<file path="src/pcan_pkg.sv">
package pcan_pkg;

  localparam int MaxComponents = 256;
  localparam int MaxBytes      = 4096;
  localparam int StackAw       = $clog2(MaxComponents);
  localparam int ByteAw        = $clog2(MaxBytes);

  localparam logic [1:0] ACT_APPEND = 2'd0;
  localparam logic [1:0] ACT_FINISH = 2'd1;
  localparam logic [1:0] ACT_READ   = 2'd2;

  localparam logic [2:0] ST_OK       = 3'd0;
  localparam logic [2:0] ST_EMPTY    = 3'd1;
  localparam logic [2:0] ST_NUL      = 3'd2;
  localparam logic [2:0] ST_ESCAPE   = 3'd3;
  localparam logic [2:0] ST_TOO_LONG = 3'd4;
  localparam logic [2:0] ST_TOO_DEEP = 3'd5;
  localparam logic [2:0] ST_BAD      = 3'd6;
  localparam logic [2:0] ST_NONE     = 3'd7;

  localparam logic [1:0] REG_LENGTH_QUOTA = 2'd0;
  localparam logic [1:0] REG_DEPTH_QUOTA  = 2'd1;
  localparam logic [1:0] REG_CAPACITY     = 2'd2;

  localparam logic [7:0] CH_SLASH = 8'h2f;
  localparam logic [7:0] CH_DOT   = 8'h2e;

  typedef struct packed {
    logic [1:0] action;
    logic [7:0] path_byte;
  } item_t;

  typedef struct packed {
    logic [2:0]  status;
    logic [12:0] path_length;
    logic [7:0]  out_byte;
    logic        out_last;
  } result_t;

endpackage

</file>
<file path="src/pcan_front.sv">
module pcan_front (
  input  logic           clk,
  input  logic           rst_n,
  input  logic           in_valid,
  output logic           in_ready,
  input  pcan_pkg::item_t in_item,
  output logic           q_valid,
  input  logic           q_pop,
  output pcan_pkg::item_t q_item
);
  import pcan_pkg::*;

  item_t      slot_r [2];
  logic       rd_r, rd_nxt, wr_r, wr_nxt;
  logic [1:0] cnt_r, cnt_nxt;
  logic       push, pop;

  assign in_ready = (cnt_r != 2'd2);
  assign q_valid  = (cnt_r != 2'd0);
  assign q_item   = slot_r[rd_r];
  assign push     = in_valid && in_ready;
  assign pop      = q_pop && q_valid;

  always_comb begin
    rd_nxt  = pop ? ~rd_r : rd_r;
    wr_nxt  = push ? ~wr_r : wr_r;
    cnt_nxt = cnt_r + {1'b0, push} - {1'b0, pop};
  end

  always_ff @(posedge clk) begin
    if (!rst_n) begin
      rd_r  <= 1'b0;
      wr_r  <= 1'b0;
      cnt_r <= 2'd0;
    end else begin
      rd_r  <= rd_nxt;
      wr_r  <= wr_nxt;
      cnt_r <= cnt_nxt;
    end
    if (push) slot_r[wr_r] <= in_item;
  end

endmodule

</file>
<file path="config.mk">
export PLATFORM = sky130hd
export DESIGN_NAME = pcan_front
export DESIGN_NICKNAME = d
export VERILOG_FILES = /design/src/pcan_pkg.sv /design/src/pcan_front.sv
export SDC_FILE = /design/constraint.sdc
export NUM_CORES = 1
export LEC_CHECK = 0
export BUFFER_PORTS_ARGS = -buffer_cell sky130_fd_sc_hd__buf_4
export CAP_MARGIN = 20
export CORE_UTILIZATION = 49
export DETAILED_ROUTE_END_ITERATION = 16
export PLACE_DENSITY = 0.75
export RECOVER_POWER = 50
export SLEW_MARGIN = 20
export SYNTH_ARGS = -nofsm -noshare
export SYNTH_HDL_FRONTEND = slang
export SYNTH_SLANG_ARGS = --single-unit
</file>
<file path="constraint.sdc">
create_clock -name clk -period 1.8 [get_ports clk]
set_input_delay 0.36 -clock clk [delete_from_list [all_inputs] [get_ports clk]]
set_output_delay 0.36 -clock clk [all_outputs]
set_load 0.02 [all_outputs]
</file>
==> results of run 1 <==
[cell families (layout without fill, tap and decap cells)]
logic type / after synthesis / count (layout) / synth area share
buf+inv: 2 / 32 / 0.00918
flops: 25 / 25 / 0.735
mux: 11 / 11 / 0.129
xor+xnor: 3 / 3 / 0.0276
fa+ha+maj: 2 / 2 / 0.0262
compound gates: 1 / 1 / 0.00919
simple gates: 11 / 11 / 0.0643
[cells in the mapped netlist]
cell / n / share of area
nand2_1: 2 / 0.0079
buf_2: 1 / 0.0052
dfxtp_1: 5 / 0.10
o21a_2: 1 / 0.0092
nand2b_1: 2 / 0.013
nor2_1: 1 / 0.0039
inv_1: 1 / 0.0039
mux2_2: 10 / 0.12
and2_1: 2 / 0.013
xnor2_1: 3 / 0.028
or2_2: 1 / 0.0066
and3_1: 1 / 0.0066
ha_1: 2 / 0.026
mux2i_1: 1 / 0.010
edfxtp_1: 20 / 0.63
nor2b_1: 2 / 0.013
[layer usage]
layer,up-vias,wire (um),part of all wire
met2,19,646,0.48
li1,258,-,-
met3,4,72,0.054
met5,-,0,0
met1,254,591,0.44
met4,0,25,0.019
[where the power goes]
group / switching (mW) / internal, mW / leakage, nW / total, mW
Sequential: 0.0636 / 0.735 / 0.229 / 0.799
Combinational: 0.265 / 0.285 / 0.221 / 0.550
Clock: 0.149 / 0.0864 / 0.0150 / 0.235
[area by class of cell]
cell class	count	area, um^2	area share
Sequential cell	25	702	0.586
Timing Repair Buffer	27	191	0.160
Inverter	1	3.75	0.00313
Clock buffer	4	26.3	0.0219
Multi-Input combinational cell	28	244	0.204
Tap cell	25	31.3	0.0261
[how the worst max path moves through the flow]
stage | cells after the start | end | slack [ns] | start
global placement | 8 | cnt_r[1] | 0.19 | cnt_r[0]
floorplan | 8 | cnt_r[1] | 0.09 | cnt_r[0]
finish | 2 | q_item[8] | 0.11 | register
CTS | 2 | q_item[8] | 0.09 | register
detailed placement | 8 | cnt_r[1] | 0.15 | cnt_r[0]
global route | 8 | cnt_r[1] | 0.01 | cnt_r[0]
[flip-flops by register name, summed over array words and instances, names as in the netlist, named ones only]
signal and flops:
rd_r 1, wr_r 1, cnt_r 2, slot_r 20
[repair_timing]
item	CTS	global route
resized for setup	1	0
setup buffers	0	0
endpoints found under the hold margin	0	0
endpoints found under the setup margin	10	0
[critical path: stages, from the launching register on]
cell     delay (ns)
dfxtp_2        0.49
mux2_2         0.38
buf_4          0.16
[through the flow]
stage / instance area [um^2] / utilization
global route: 1200 / 0.672
floorplan: 953 / -
finish: 1200 / 0.672
global placement: 1180 / 0.663
CTS: 1210 / 0.679
detailed placement: 1180 / 0.663
==> summary.txt, run 1 <==
OUTCOME
-------------------------------------------------------------------------------------------
Outcome ...................................................................... complete, no violations

FLOW RUN
-------------------------------------------------------------------------------------------
Max-cap violation count ......................................................            0

ROUTE
-------------------------------------------------------------------------------------------
Via count ....................................................................          535
Total wirelength of the detailed-routed design ...............................      1340 um
DRT Pass-1 Iters .............................................................            4
Post-route ant nets ..........................................................            0
Vias/cell ....................................................................         4.86
Wire per inst ................................................................      12.1 um
Number of design-rule violations left by the first detailed-router iteration .            8
# DRC ........................................................................            0

CLOCK NETWORK
-------------------------------------------------------------------------------------------
Hold buffers post-CTS ........................................................            0
Number of buffers on the longest clock path ..................................            2
Clock tree from TritonCTS ....................................................         done
Htree depth ..................................................................            1
Clk Tree Root Cell ...........................................................     clkbuf_4
Clk_lat worst skew ...........................................................      0.30 ns
Clk sinks ....................................................................           25
Number of buffers added by the clock tree synthesis step .....................            3
Clk slew on worst S/H paths ..................................................      0.12 ns

WORST SETUP PATH
-------------------------------------------------------------------------------------------
Terminus of the critical flop-to-flop path ...................................     cnt_r[1]
Crit path arrival time .......................................................      1.33 ns
Crit path kind ............................................................... register to output pin
Critical path data required time .............................................      1.44 ns
Critical-path maximum fanout .................................................           10
Crit path launch type ........................................................     register
R2R Setup Slk ................................................................      0.16 ns
FF-to-FF Start ...............................................................     cnt_r[0]
Category of the worst setup path capture point ...............................   output pin
Length in cells of the worst reg-to-reg path .................................            8

STA
-------------------------------------------------------------------------------------------
Least-Margin Pin Slew ........................................................     0.491 ns
Clock period minus final worst setup slack ...................................      1.69 ns
Minimum setup slack in the final design ......................................     0.112 ns
RSZ-0062 raised after global routing .........................................        false
Worst hold-check slack .......................................................     0.254 ns
Final setup violation count ..................................................            0
Number of max-slew violations in the final report ............................            0
Total negative slack .........................................................         0 ns
Post-route clock skew ........................................................   0.00419 ns
Worst-case headroom to the max-slew limit ....................................        0.672
Share of the clock period used by the worst path after layout ................        0.938
Top achievable clock speed ...................................................    0.592 GHz
Number of hold-slack violations in the final timing report ...................            0

GRT
-------------------------------------------------------------------------------------------
GR met1 Demand/Resource ......................................................        0.164
Met3 usage in global routing .................................................       0.0392
Antenna violations before repair .............................................            0
Global-route wire length before repair .......................................      2000 um
Most congested layer reported by global routing ..............................         met2
Remaining Overflow, GRT ......................................................            0
Met2 Resource Use GR .........................................................        0.237
All-layer global routing usage ...............................................        0.144
Maximum number of pins on one net before global-route repair .................           14
Number of global-route vias before repair ....................................          477

POWER
-------------------------------------------------------------------------------------------
Pwr Total ....................................................................      1.58 mW
Power density over cell area ................................................. 1320 mW/mm^2
Worst vdd rail ir drop .......................................................     0.784 mV
Leakage power of the design ..................................................     0.464 nW

SYNTH
-------------------------------------------------------------------------------------------
Cell area after synthesis ....................................................     953 um^2
Post-synthesis instance total ................................................           55
Number of unique standard cell types used by synthesis .......................           16
Post-Synthesis Net Count .....................................................           71
Total number of yosys warnings ...............................................            0
Count of state elements after synthesis ......................................           25
Avg Cell Area, Syn ...........................................................    17.3 um^2
Sequential area share after synthesis ........................................        0.735

FLOORPLAN
-------------------------------------------------------------------------------------------
Boundary pin count ...........................................................           26
Die boundary width ...........................................................      46.1 um
Row count ....................................................................           15
Die area ..................................................................... 0.00213 mm^2
Initial core utilization .....................................................        0.535
Die height ...................................................................      46.1 um
Core Area .................................................................... 0.00178 mm^2

MIN PATH
-------------------------------------------------------------------------------------------
Hold Path Class .............................................................. input pin to register
Hold EP ...................................................................... slot_r[1][9]
Hold Crit Depth ..............................................................            1
Worst hold start .............................................................   in_item[9]

FINAL LAYOUT
-------------------------------------------------------------------------------------------
Number of non-filler instances in the completed layout .......................          110
Total number of nets in the final design .....................................          102
Synthesis-to-finish area growth ..............................................        25.7%
Antenna cells ................................................................            0
Commonest non-fill, non-tap cell in the layout ...............................     edfxtp_1
Most frequent cells in the layout ............................................ edfxtp_1, buf_4, clkbuf_4
Fill cells ...................................................................          153
Proportion of layout cells with a drive suffix above 1 .......................        0.471

PLACED DESIGN
-------------------------------------------------------------------------------------------
Port-buffer cells ............................................................           25
GP Congestion ................................................................        0.658
Minimum setup slack after placement ..........................................     0.152 ns
Number of instances in the placed design .....................................          106
Post-detail-place hpwl .......................................................       971 um

No activity file was read; power rests on OpenSTA's default activity.
==> inputs of run 2 (changes only) <==
--- a/config.mk
+++ b/config.mk
@@ -9,7 +9,7 @@
 export CAP_MARGIN = 20
 export CORE_UTILIZATION = 49
 export DETAILED_ROUTE_END_ITERATION = 16
-export PLACE_DENSITY = 0.75
+export PLACE_DENSITY_LB_ADDON = 0.05
 export RECOVER_POWER = 50
 export SLEW_MARGIN = 20
 export SYNTH_ARGS = -nofsm -noshare
==> run 2 against run 1 <==
Sequential power fell by 3.4%. Count of clock-buffer cells in the layout fell by 1. Critical path type unchanged. Combinational power rose by 9.3%. First-iteration DRC count fell by 13%. Maximum frequency rose by 1.9%. Flip-flop and latch count did not move. Global-route usage fell by 1.3 points. Die area did not move. Clock skew rose by 0.0022 ns. Critical endpoint is now q_item[6]. Setup slack improved by 0.032 ns. Utilization rose by 1.1 points.
==> summary.txt, run 2 (synthesized netlist as in run 1, its figures left out) <==
CLOCK NETWORK
-------------------------------------------------------------------------------------------
Post-CTS setup buffers .......................................................            0
Clk_lat worst skew ...........................................................      0.30 ns
Clk sinks ....................................................................           25
Clk Tree Root Cell ...........................................................     clkbuf_4
Number of buffers on the longest clock path ..................................            2
Htree depth ..................................................................            1
Number of buffers added by the clock tree synthesis step .....................            3
Clock tree from TritonCTS ....................................................         done
Hold buffers post-CTS ........................................................            0
Clk slew on worst S/H paths ..................................................      0.13 ns
Resized cells post-CTS .......................................................            0

FINAL LAYOUT
-------------------------------------------------------------------------------------------
Commonest non-fill, non-tap cell in the layout ...............................     edfxtp_1
Synthesis-to-finish area growth ..............................................        27.7%
Largest registers ............................................................ slot_r (20), cnt_r (2)
Number of non-filler instances in the completed layout .......................          112
Proportion of layout cells with a drive suffix above 1 .......................        0.494
Antenna cells ................................................................            0
Final design instance area without fill ...................................... 0.00122 mm^2
Most frequent cells in the layout ............................................ edfxtp_1, buf_4, clkbuf_4
Total number of nets in the final design .....................................          104
Top reg by flops .............................................................       slot_r
Fill cells ...................................................................          141
Largest register FFs .........................................................           20
Final core utilization .......................................................        0.683

WORST SETUP PATH
-------------------------------------------------------------------------------------------
Crit path launch type ........................................................     register
Crit path kind ............................................................... register to output pin
Crit path arrival time .......................................................      1.30 ns
Critical-path maximum fanout .................................................            6
Critical path data required time .............................................      1.44 ns
Category of the worst setup path capture point ...............................   output pin
FF-to-FF Start ...............................................................     cnt_r[0]

ROUTE
-------------------------------------------------------------------------------------------
Wire per inst ................................................................      11.5 um
Via count ....................................................................          545
Post-route ant nets ..........................................................            0
Number of design-rule violations left by the first detailed-router iteration .            7
Total wirelength of the detailed-routed design ...............................      1290 um
Vias/cell ....................................................................         4.87
# DRC ........................................................................            0
DRT Pass-1 Iters .............................................................            4

GRT
-------------------------------------------------------------------------------------------
Maximum number of pins on one net before global-route repair .................           15
Global-route wire length before repair .......................................      1920 um
Antenna violations before repair .............................................            0
Number of global-route vias before repair ....................................          521
All-layer global routing usage ...............................................        0.131
Remaining Overflow, GRT ......................................................            0

STA
-------------------------------------------------------------------------------------------
RSZ-0062 raised after global routing .........................................        false
Final setup violation count ..................................................            0
Number of hold-slack violations in the final timing report ...................            0
Share of the clock period used by the worst path after layout ................        0.920
Total negative slack .........................................................         0 ns
Number of max-slew violations in the final report ............................            0
Post-route clock skew ........................................................   0.00644 ns
Worst-case headroom to the max-slew limit ....................................        0.678
Clock period minus final worst setup slack ...................................      1.66 ns
Least-Margin Pin Slew ........................................................     0.482 ns
Top achievable clock speed ...................................................    0.604 GHz

PLACED DESIGN
-------------------------------------------------------------------------------------------
Number of instances in the placed design .....................................          108
Port-buffer cells ............................................................           25
Post-detail-place hpwl .......................................................       978 um
GP Congestion ................................................................        0.661
Area post-placement .......................................................... 0.00120 mm^2

POWER
-------------------------------------------------------------------------------------------
Combinational Power Share ....................................................        0.374
Sw Ratio .....................................................................        0.302
Sequential share of power ....................................................        0.480
Leakage power of the design ..................................................     0.480 nW
Worst vdd rail ir drop .......................................................     0.787 mV
Portion of total power attributed to the clock network .......................        0.146
Internal power ...............................................................      1.12 mW
Pwr Total ....................................................................      1.61 mW
Power density over cell area ................................................. 1320 mW/mm^2
Net Sw Power .................................................................       485 uW

MIN PATH
-------------------------------------------------------------------------------------------
Worst hold start .............................................................   in_item[8]
Hold Path Class .............................................................. input pin to register

FLOORPLAN
-------------------------------------------------------------------------------------------
Die boundary width ...........................................................      46.1 um
Die area ..................................................................... 0.00213 mm^2
Die height ...................................................................      46.1 um
Initial core utilization .....................................................        0.535
Boundary pin count ...........................................................           26
Core Area .................................................................... 0.00178 mm^2
Row count ....................................................................           15

OUTCOME
-------------------------------------------------------------------------------------------
Outcome ...................................................................... complete, no violations

FLOW RUN
-------------------------------------------------------------------------------------------
Max-cap violation count ......................................................            0

## run 2: final timing paths
path	end	slack, ns	depth (start not counted)
hold reg to reg	wr_r	0.50	2
hold / removal	slot_r[0][8]	0.25	1
setup reg to reg	cnt_r[1]	0.17	8
setup / recovery	q_item[6]	0.14	3
## run 2: cell type report
type | count | area [um^2] | share of cell area
clock buffers | 3 | 22.5 | 0.0185
inverters | 1 | 3.75 | 0.00308
well taps | 25 | 31.3 | 0.0257
flip-flops and latches | 25 | 701 | 0.576
repair buffers | 29 | 210 | 0.173
clock inverters | 1 | 5.00 | 0.00411
multi-input cells | 28 | 244 | 0.200
## run 2: worst max-delay path, cell delays in order (launching register included)
cell	delay, ns
dfxtp_1	0.35
buf_4	0.15
mux2_2	0.34
buf_4	0.16
## run 2: per-stage QoR
stage / hold WS [ns] / worst slack [ns]
global placement: 0.467 / 0.194
detailed placement: 0.490 / 0.172
global route: 0.237 / 0.0599
CTS: 0.218 / 0.120
finish: 0.252 / 0.144
floorplan: 0.455 / 0.0906
## run 2: per-layer routing
layer	vias up	part of all wire	track usage
li1	266	-	-
met1	262	0.42	0.145
met2	17	0.52	0.242
met3	0	0.053	0.0353
met4	0	0	0.0353
met5	-	0	0
## run 2: power by group through the flow
stage | logic [mW] | registers, mW | clock network (mW)
floorplan | 0.391 | 0.774 | 0
global placement | 0.611 | 0.784 | 0
detailed placement | 0.620 | 0.786 | 0
CTS | 0.620 | 0.773 | 0.243
global route | 0.650 | 0.783 | 0.256
finish | 0.601 | 0.772 | 0.234
